$ cat src/rtl/angle_frame_receiver_defines.svh
// Assertion macros shared by the angle frame receiver RTL.
// Depends on a clock named clk and an active-low reset named rst_n in scope.
`ifndef ANGLE_FRAME_RECEIVER_DEFINES_SVH
`define ANGLE_FRAME_RECEIVER_DEFINES_SVH

// Consequent must hold in the same cycle as the antecedent.
`define AFR_ASSERT_SAME(lbl, ante, cons, msg) \
    lbl: assert property (@(posedge clk) disable iff (!rst_n) (ante) |-> (cons)) \
        else $error(msg);

// Consequent must hold in the cycle after the antecedent.
`define AFR_ASSERT_NEXT(lbl, ante, cons, msg) \
    lbl: assert property (@(posedge clk) disable iff (!rst_n) (ante) |=> (cons)) \
        else $error(msg);

`endif

$ cat src/rtl/afr_pkg.sv
// Package for the angle frame receiver: frame geometry, CRC constants and types.
// No dependencies; the front end, queue, back end and top-level modules import it.
package afr_pkg;

    localparam int ANGLE_COUNT = 5;
    localparam int FRAME_LEN   = 2 * ANGLE_COUNT + 3;
    localparam int QUEUE_DEPTH = 2;

    localparam logic [7:0] CRC_POLY     = 8'h07;
    localparam logic [7:0] CRC_INIT     = 8'h00;
    localparam logic [7:0] HEADER_RESET = 8'hAA;
    localparam logic [7:0] TAIL_RESET   = 8'h55;

    // Configuration register indexes.
    localparam logic CFG_HEADER = 1'b0;
    localparam logic CFG_TAIL   = 1'b1;

    typedef logic [FRAME_LEN-1:0][7:0] window_t;
    // Header, angle bytes and CRC byte; the tail byte is not kept.
    typedef logic [FRAME_LEN-2:0][7:0] frame_t;

    typedef struct packed {
        logic full;
        logic valid;
    } queue_stat_t;

    // CRC-8 over the header and the angle bytes, MSB first.
    function automatic logic [7:0] crc8_frame(frame_t f);
        logic [7:0] crc;
        crc = CRC_INIT;
        for (int i = 0; i < FRAME_LEN - 2; i++)
        begin
            crc = crc ^ f[i];
            for (int b = 0; b < 8; b++)
            begin
                if (crc[7])
                begin
                    crc = {crc[6:0], 1'b0} ^ CRC_POLY;
                end
                else
                begin
                    crc = {crc[6:0], 1'b0};
                end
            end
        end
        return crc;
    endfunction

endpackage

$ cat src/rtl/afr_if.sv
// Stream interfaces for received bytes and for decoded frames.
// Does not depend on afr_pkg; the five angle ports are declared one by one.
interface afr_in_if;
    logic       valid;
    logic       ready;
    logic [7:0] rx_byte;
    logic       burst_start;

    modport source (output valid, output rx_byte, output burst_start, input ready);
    modport sink   (input valid, input rx_byte, input burst_start, output ready);
endinterface

interface afr_out_if;
    logic        valid;
    logic        ready;
    logic        frame_status;
    logic [15:0] angle_0;
    logic [15:0] angle_1;
    logic [15:0] angle_2;
    logic [15:0] angle_3;
    logic [15:0] angle_4;

    modport source (output valid, output frame_status, output angle_0, output angle_1,
                    output angle_2, output angle_3, output angle_4, input ready);
    modport sink   (input valid, input frame_status, input angle_0, input angle_1,
                    input angle_2, input angle_3, input angle_4, output ready);
endinterface

$ cat src/rtl/afr_front.sv
// Front end: burst tracking, sliding byte window and header/tail match detection.
// Depends on afr_pkg and afr_in_if; pushes matched frames into the queue.
module afr_front #(
    parameter int BURST_BYTES = 26
) (
    input  logic                clk,
    input  logic                rst_n,
    input  logic [7:0]          header_byte,
    input  logic [7:0]          tail_byte,
    afr_in_if.sink              rx,
    input  afr_pkg::queue_stat_t qstat,
    output logic                push,
    output afr_pkg::frame_t     push_frame
);
    import afr_pkg::*;

    localparam int CNT_W = $clog2(BURST_BYTES + 1);
    localparam logic [CNT_W-1:0] CNT_MAX   = CNT_W'(BURST_BYTES);
    localparam logic [CNT_W-1:0] CNT_FRAME = CNT_W'(FRAME_LEN);

    logic [CNT_W-1:0] cnt_reg;
    logic             matched_reg;
    window_t          win_reg;
    window_t          win_next;
    logic [CNT_W-1:0] cnt_eff;
    logic [CNT_W-1:0] cnt_inc;
    logic             matched_eff;
    logic             take;
    logic             room;
    logic             hit;

    assign rx.ready = !qstat.full;
    assign take     = rx.valid && rx.ready;

    always_comb
    begin
        cnt_eff     = rx.burst_start ? '0 : cnt_reg;
        matched_eff = rx.burst_start ? 1'b0 : matched_reg;
        room        = (cnt_eff != CNT_MAX);
        cnt_inc     = cnt_eff + CNT_W'(1);
        for (int i = 0; i < FRAME_LEN - 1; i++)
        begin
            win_next[i] = win_reg[i+1];
        end
        win_next[FRAME_LEN-1] = rx.rx_byte;
        hit = (cnt_inc >= CNT_FRAME) && !matched_eff &&
              (win_reg[1] == header_byte) && (rx.rx_byte == tail_byte);
    end

    assign push       = take && room && hit;
    assign push_frame = win_next[FRAME_LEN-2:0];

    always_ff @(posedge clk or negedge rst_n)
    begin
        if (!rst_n)
        begin
            cnt_reg     <= '0;
            matched_reg <= 1'b0;
        end
        else if (take)
        begin
            if (room)
            begin
                cnt_reg     <= cnt_inc;
                matched_reg <= matched_eff || hit;
            end
            else
            begin
                cnt_reg     <= cnt_eff;
                matched_reg <= matched_eff;
            end
        end
    end

    // Window contents are only looked at once the burst has filled it.
    always_ff @(posedge clk)
    begin
        if (take && room)
        begin
            win_reg <= win_next;
        end
    end

endmodule

$ cat src/rtl/afr_queue.sv
// Two-entry frame queue between the match front end and the decode back end.
// Depends on afr_pkg for the frame type and the queue status struct.
module afr_queue (
    input  logic                 clk,
    input  logic                 rst_n,
    input  logic                 push,
    input  afr_pkg::frame_t      push_frame,
    input  logic                 pop,
    output afr_pkg::frame_t      head,
    output afr_pkg::queue_stat_t qstat
);
    import afr_pkg::*;

    localparam int PTR_W = $clog2(QUEUE_DEPTH);
    localparam int CNT_W = $clog2(QUEUE_DEPTH + 1);

    frame_t           mem_reg [QUEUE_DEPTH];
    logic [PTR_W-1:0] wr_ptr_reg;
    logic [PTR_W-1:0] rd_ptr_reg;
    logic [CNT_W-1:0] count_reg;

    assign qstat.full  = (count_reg == CNT_W'(QUEUE_DEPTH));
    assign qstat.valid = (count_reg != '0);
    assign head        = mem_reg[rd_ptr_reg];

    always_ff @(posedge clk or negedge rst_n)
    begin
        if (!rst_n)
        begin
            wr_ptr_reg <= '0;
            rd_ptr_reg <= '0;
            count_reg  <= '0;
        end
        else
        begin
            if (push)
            begin
                wr_ptr_reg <= wr_ptr_reg + PTR_W'(1);
            end
            if (pop)
            begin
                rd_ptr_reg <= rd_ptr_reg + PTR_W'(1);
            end
            unique case ({push, pop})
                2'b10:   count_reg <= count_reg + CNT_W'(1);
                2'b01:   count_reg <= count_reg - CNT_W'(1);
                default: count_reg <= count_reg;
            endcase
        end
    end

    always_ff @(posedge clk)
    begin
        if (push)
        begin
            mem_reg[wr_ptr_reg] <= push_frame;
        end
    end

endmodule

$ cat src/rtl/afr_back.sv
// Back end: CRC check and angle extraction into the output register.
// Depends on afr_pkg and afr_out_if; pops frames from the queue.
module afr_back (
    input  logic                 clk,
    input  logic                 rst_n,
    input  afr_pkg::queue_stat_t qstat,
    input  afr_pkg::frame_t      head,
    output logic                 pop,
    afr_out_if.source            result
);
    import afr_pkg::*;

    logic                        valid_reg;
    logic                        status_reg;
    logic [ANGLE_COUNT-1:0][15:0] angle_reg;
    logic                        crc_ok;
    logic [ANGLE_COUNT-1:0][15:0] angle_next;

    assign pop = qstat.valid && (!valid_reg || result.ready);

    always_comb
    begin
        crc_ok = (crc8_frame(head) == head[FRAME_LEN-2]);
        for (int i = 0; i < ANGLE_COUNT; i++)
        begin
            angle_next[i] = crc_ok ? {head[2*i+2], head[2*i+1]} : 16'h0000;
        end
    end

    always_ff @(posedge clk or negedge rst_n)
    begin
        if (!rst_n)
        begin
            valid_reg <= 1'b0;
        end
        else if (pop)
        begin
            valid_reg <= 1'b1;
        end
        else if (result.ready)
        begin
            valid_reg <= 1'b0;
        end
    end

    always_ff @(posedge clk)
    begin
        if (pop)
        begin
            status_reg <= !crc_ok;
            angle_reg  <= angle_next;
        end
    end

    assign result.valid        = valid_reg;
    assign result.frame_status = status_reg;
    assign result.angle_0      = angle_reg[0];
    assign result.angle_1      = angle_reg[1];
    assign result.angle_2      = angle_reg[2];
    assign result.angle_3      = angle_reg[3];
    assign result.angle_4      = angle_reg[4];

endmodule

$ cat src/rtl/angle_frame_receiver.sv
// Angle frame receiver: finds one header/tail framed packet per byte burst,
// checks its CRC-8 (polynomial 0x07, init 0) and reports five 16-bit angles.
// Bytes enter on the rx channel (rx_byte plus burst_start, which marks the
// first byte after a line-idle gap); decoded frames leave on the result channel.
// Configuration: cfg_we writes cfg_data into register cfg_index, where index 0
// is the header byte (reset 0xAA) and index 1 the tail byte (reset 0x55).
// Throughput is one byte per cycle while the queue is not full. The front end
// writes a frame into the queue in the transaction that carries its tail byte,
// and the CRC stage then pops it into the output register once that register
// is empty or its value is being taken.
// A two-entry queue sits between the match logic and the CRC stage; when the
// result receiver stalls, bytes are still taken until the queue is full, and
// rx.ready drops only then. A stalled result holds its value.
// Reset clears the burst state, the queue and the output valid, and restores
// the header and tail registers; the byte window needs no clearing because a
// burst must supply a full window of its own bytes before any match is tested.
// Bytes past BURST_BYTES in one burst are dropped without effect.
`include "angle_frame_receiver_defines.svh"

module angle_frame_receiver #(
    parameter int BURST_BYTES = 26
) (
    input  logic       clk,
    input  logic       rst_n,
    input  logic       cfg_we,
    input  logic       cfg_index,
    input  logic [7:0] cfg_data,
    afr_in_if.sink     rx,
    afr_out_if.source  result
);
    import afr_pkg::*;

    logic [7:0]  header_reg;
    logic [7:0]  tail_reg;
    logic        push;
    logic        pop;
    frame_t      push_frame;
    frame_t      head;
    queue_stat_t qstat;
    logic        result_angles_zero;

    always_ff @(posedge clk or negedge rst_n)
    begin
        if (!rst_n)
        begin
            header_reg <= HEADER_RESET;
            tail_reg   <= TAIL_RESET;
        end
        else if (cfg_we)
        begin
            unique case (cfg_index)
                CFG_HEADER: header_reg <= cfg_data;
                CFG_TAIL:   tail_reg   <= cfg_data;
                default:    header_reg <= header_reg;
            endcase
        end
    end

    afr_front #(
        .BURST_BYTES (BURST_BYTES)
    ) u_front (
        .clk         (clk),
        .rst_n       (rst_n),
        .header_byte (header_reg),
        .tail_byte   (tail_reg),
        .rx          (rx),
        .qstat       (qstat),
        .push        (push),
        .push_frame  (push_frame)
    );

    afr_queue u_queue (
        .clk        (clk),
        .rst_n      (rst_n),
        .push       (push),
        .push_frame (push_frame),
        .pop        (pop),
        .head       (head),
        .qstat      (qstat)
    );

    afr_back u_back (
        .clk    (clk),
        .rst_n  (rst_n),
        .qstat  (qstat),
        .head   (head),
        .pop    (pop),
        .result (result)
    );

    assign result_angles_zero = (result.angle_0 == 16'h0000) && (result.angle_1 == 16'h0000) &&
                                (result.angle_2 == 16'h0000) && (result.angle_3 == 16'h0000) &&
                                (result.angle_4 == 16'h0000);

    `AFR_ASSERT_SAME(a_no_overflow, push, !qstat.full, "frame pushed into a full queue")
    `AFR_ASSERT_SAME(a_pop_has_data, pop, qstat.valid, "frame popped from an empty queue")
    `AFR_ASSERT_SAME(a_bad_crc_zero, result.valid && result.frame_status, result_angles_zero, "CRC failure with nonzero angles")
    `AFR_ASSERT_NEXT(a_pop_loads_out, pop, result.valid, "popped frame did not reach the output")

endmodule
$ cat src/flat_wrapper.sv
// flat-port wrapper written by rule: the top's interface ports become plain ports
module angle_frame_receiver_flat import afr_pkg::*;
#(
    parameter int BURST_BYTES = 26
)
  (clk, rst_n, cfg_we, cfg_index, cfg_data, rx_valid, rx_rx_byte, rx_burst_start, rx_ready, result_valid, result_frame_status, result_angle_0, result_angle_1, result_angle_2, result_angle_3, result_angle_4, result_ready);
  afr_in_if rx_i ();
  afr_out_if result_i ();
  input  logic clk;
  input  logic rst_n;
  input  logic cfg_we;
  input  logic cfg_index;
  input  logic [7:0] cfg_data;
  input wire logic [$bits(rx_i.valid)-1:0] rx_valid;
  input wire logic [$bits(rx_i.rx_byte)-1:0] rx_rx_byte;
  input wire logic [$bits(rx_i.burst_start)-1:0] rx_burst_start;
  output wire logic [$bits(rx_i.ready)-1:0] rx_ready;
  output wire logic [$bits(result_i.valid)-1:0] result_valid;
  output wire logic [$bits(result_i.frame_status)-1:0] result_frame_status;
  output wire logic [$bits(result_i.angle_0)-1:0] result_angle_0;
  output wire logic [$bits(result_i.angle_1)-1:0] result_angle_1;
  output wire logic [$bits(result_i.angle_2)-1:0] result_angle_2;
  output wire logic [$bits(result_i.angle_3)-1:0] result_angle_3;
  output wire logic [$bits(result_i.angle_4)-1:0] result_angle_4;
  input wire logic [$bits(result_i.ready)-1:0] result_ready;
  assign rx_i.valid = rx_valid;
  assign rx_i.rx_byte = rx_rx_byte;
  assign rx_i.burst_start = rx_burst_start;
  assign rx_ready = rx_i.ready;
  assign result_valid = result_i.valid;
  assign result_frame_status = result_i.frame_status;
  assign result_angle_0 = result_i.angle_0;
  assign result_angle_1 = result_i.angle_1;
  assign result_angle_2 = result_i.angle_2;
  assign result_angle_3 = result_i.angle_3;
  assign result_angle_4 = result_i.angle_4;
  assign result_i.ready = result_ready;
  angle_frame_receiver #(.BURST_BYTES(BURST_BYTES)) u_core (.clk(clk), .rst_n(rst_n), .cfg_we(cfg_we), .cfg_index(cfg_index), .cfg_data(cfg_data), .rx(rx_i), .result(result_i));
endmodule
$ cat config.mk
export PLATFORM = sky130hd
export DESIGN_NAME = angle_frame_receiver_flat
export DESIGN_NICKNAME = d
export VERILOG_FILES = /design/src/rtl/afr_pkg.sv /design/src/rtl/afr_if.sv /design/src/rtl/afr_front.sv /design/src/rtl/afr_queue.sv /design/src/rtl/afr_back.sv /design/src/rtl/angle_frame_receiver.sv /design/src/flat_wrapper.sv
export VERILOG_INCLUDE_DIRS = /design/src /design/src/rtl
export SDC_FILE = /design/constraint.sdc
export NUM_CORES = 1
export LEC_CHECK = 0
export BUFFER_PORTS_ARGS = -buffer_cell sky130_fd_sc_hd__buf_2
export CAP_MARGIN = 15
export CORE_ASPECT_RATIO = 1.5
export CORE_MARGIN = 5
export CORE_UTILIZATION = 55
export DETAILED_ROUTE_END_ITERATION = 8
export GPL_TIMING_DRIVEN = 0
export PLACE_DENSITY = 0.83
export SETUP_SLACK_MARGIN = 0.15
export SYNTH_ARGS = -nofsm -noshare
export SYNTH_HDL_FRONTEND = slang
export SYNTH_SLANG_ARGS = --single-unit
$ cat constraint.sdc
create_clock -name clk -period 6.7 [get_ports clk]
set_input_delay 0.67 -clock clk [delete_from_list [all_inputs] [get_ports clk]]
set_output_delay 0.67 -clock clk [all_outputs]
set_load 0.005 [all_outputs]
==> results_dict.tcl <==
set metrics [dict create \
    outcome "finished, final reports clean" \
    synth-edff-count 369 \
    core-area_mm2 0.0335 \
    yosys_warnings 0 \
    remaining_drc_errors 0 \
    synth_ff_type "edfxtp_1" \
    grt_pass1_vias 10700 \
    arrival_ns 6.68 \
    portBuffers 105 \
    fillerInstances 2230 \
    path_buf_inv 2 \
    worst_skew_pair.late_latency_ns 0.54 \
    diodes 0 \
    grt_max_degree 69 \
    setup_viol 0 \
    vias 10400 \
    clock.fmax_mhz 156 \
    drt_first_pass_iters 5 \
    finalNetCount 1354 \
    synth_cell_type_count 43 \
    rsz0062_at_grt "yes" \
    die_y_um 236 \
    worstSetupStartpointType "flop" \
    worstMarginPinSlew_ns 0.916 \
    r2r_setup_slack_ns 0.29 \
    post-route-min-period_ns 6.41 \
    layout_commonest_cell "edfxtp_1" \
    cts.sinks 396 \
    most-common-layout-cells "edfxtp_1, xnor2_1, buf_2" \
    grt_usage_pct 23.1 \
    clock-root-buffer "clkbuf_16" \
    crit_path_end_kind "flop" \
    regArea_mm2 0.0118 \
    synth_cells 1154 \
    min_period_over_period_pct 95.7 \
    cpMostUsedCell "xnor3_1" \
    fin_skew_ns 0.0188 \
    ios 106 \
    largest_reg_flops 192 \
    avgSynthCellArea_um2 16.2 \
    yosysSeqAreaShare_pct 62.9 \
    dp_hpwl_um 31900 \
    start_util_pct 55.8 \
    die_width_um 161 \
    crit_required_ns 6.97 \
    row_count 82 \
    grtUsageMet3_pct 3.02 \
    netlist_area_mm2 0.0187 \
    via_per_inst 5.85 \
    overflow 0 \
    drive_above_1_share_pct 27.9 \
    asyncSetResetFlopFracSynth_pct 6.82 \
    cts_buffers 36 \
    critPathKind "flop to flop" \
    slew_headroom_pct 38.9 \
    die_area_mm2 0.0379 \
    grt_pass1_wl_um 65800 \
    hold_viol 0 \
    syn_to_final_growth_pct 17.1 \
    cap_violations 0 \
    path_clk_slew_ns 0.07 \
    avgRoutedWirePerCell_um 25.0 \
    cp_slowest_cell "xnor3_1" \
    gr-max-usage-layer "met2" \
    syn-num-nets 1181 \
    path_cells "xnor2_1 > xnor3_1 > mux2i_4 > xnor2_4 > xnor2_1 > xor3_2 > xnor3_1 > xnor3_1 > xnor3_1 > xnor2_1 > xor2_2 > xnor3_1 > and3_1 > clkbuf_4 > clkbuf_2 > o21bai_1 > nor4_4" \
    fin_util_pct 65.3 \
    cts_hold_buf 0 \
    critPathMaxStageDelay_ns 0.51 \
    grt_antenna_before_repair 0 \
    ys_ff_latch 396 \
    postRouteAntennaNets 0 \
    routabilityCongestion 0.879 \
    cts_tree "yes" \
    drt_iter0_markers 723 \
    htreeDepth 2 \
    hold_class "input pin to asynchronous set/reset pin" \
    cp_top_family "XOR/XNOR gates" \
    wl_um 44300 \
    groute.layer.met2.usage_pct 43.2 \
    clockBufferDepth 3 \
    maxSlewViolCount 0 \
    grt_use_met1_pct 25.6 \
    multi_input_area_mm2 0.00714 \
    cp_max_fo 10 \
]
metal layers:
metal	vias to the layer above	share of wire, %
met5	-	0
met4	0	6.0
met3	124	5.0
met2	372	54
met1	5208	34
li1	4674	-
repair_timing:
| item | in CTS | in global routing |
|---|---|---|
| gates resized for setup | 57 | 51 |
| setup endpoints to repair | 81 | 80 |
| pin swaps | 1 | 5 |
| setup buffers | 8 | 9 |
worst reg2reg max path, cell delays in order (launching register included):
cell and delay (ns):
edfxtp_1 0.45, xnor2_1 0.44, xnor3_1 0.50, mux2i_4 0.32, xnor2_4 0.17, xnor2_1 0.34
xor3_2 0.47, xnor3_1 0.51, xnor3_1 0.49, xnor3_1 0.37, xnor2_1 0.30, xor2_2 0.26
xnor3_1 0.42, and3_1 0.19, clkbuf_4 0.23, clkbuf_2 0.27, o21bai_1 0.36, nor4_4 0.07
path summary, 6_finish.rpt:
| check | startpoint | endpoint | depth (start not counted) |
|---|---|---|---|
| max in group asynchronous | rst_n | u_core.u_front.cnt_reg[3]$_DFFE_PN0P_ | 1 |
| hold / removal | rst_n | u_core.u_queue.count_reg[1]$_DFFE_PN0P_ | 1 |
| setup / recovery | u_core.u_queue.mem_reg[1][2]$_DFFE_PP_ | u_core.u_back.result.angle_1[15]$_SDFFCE_PP0P_ | 17 |
| setup reg to reg | u_core.u_queue.mem_reg[1][2]$_DFFE_PP_ | u_core.u_back.result.angle_1[15]$_SDFFCE_PP0P_ | 17 |
| hold reg to reg | u_core.u_front.push_frame[16]$_DFFE_PP_ | u_core.u_front.push_frame[8]$_DFFE_PP_ | 0 |
| min in group clk | result_ready | u_core.u_back.result.valid$_DFFE_PN0P_ | 2 |
cell families (layout without fill, tap and decap cells):
family          count (synthesis)  count (layout)  synth area share [%]
xor+xnor                      323             323                  20.7
compound gates                 96              96                  2.94
buf+inv                        65             264                  1.47
fa+ha+maj                       4               4                 0.268
simple gates                  140             140                  4.21
mux                           130             130                  7.51
flops                         396             396                  62.9
cells in the mapped netlist, types with 2 or more instances:
cell	number	share of area, %
mux2i_2	2	0.15
and3_1	2	0.067
nor4_1	82	2.7
inv_1	7	0.14
dfrtp_1	19	2.5
xor2_1	68	3.2
nand2_1	19	0.38
ha_1	4	0.27
xnor3_1	59	7.1
o21bai_1	22	0.88
nand3_1	4	0.11
o21ai_1	49	1.3
nand4_1	2	0.067
buf_1	3	0.060
edfxtp_1	369	59
xnor2_1	176	8.2
o21ai_0	8	0.21
dfstp_2	8	1.1
o22a_1	2	0.094
nor3_2	2	0.11
xnor2_2	10	0.87
mux2i_1	61	3.3
a21oi_1	12	0.32
buf_2	16	0.43
xor3_1	7	0.89
buf_4	3	0.12
clkbuf_1	36	0.72
nor2_1	21	0.42
and2_1	2	0.067
mux2_2	66	4.0
final cells by class:
class	count	area share, %
inverter	7	0.131
sequential	396	53.7
clock buffer	42	4.36
tap	420	2.40
clock inverter	22	0.983
multi-input combinational	693	32.6
buffer	58	1.35
timing repair buffer	135	4.43
metrics by stage:
step	cells	setup TNS [ns]	hold WS, ns	worst slack (ns)	area (µm²)
after floorplan	1154	0	0.374	0.0908	18700
after global routing	1773	0	0.194	0.0642	21900
after detailed placement	1692	-68.50	0.456	-1.03	20100
final	1773	0	0.152	0.286	21900
after global placement	1679	-641.53	0.446	-2.70	19800
after CTS	1764	0	0.154	0.152	21600
Power is not shown: default switching activity piles up to over one toggle a cycle in this logic, so the estimate is an artifact.
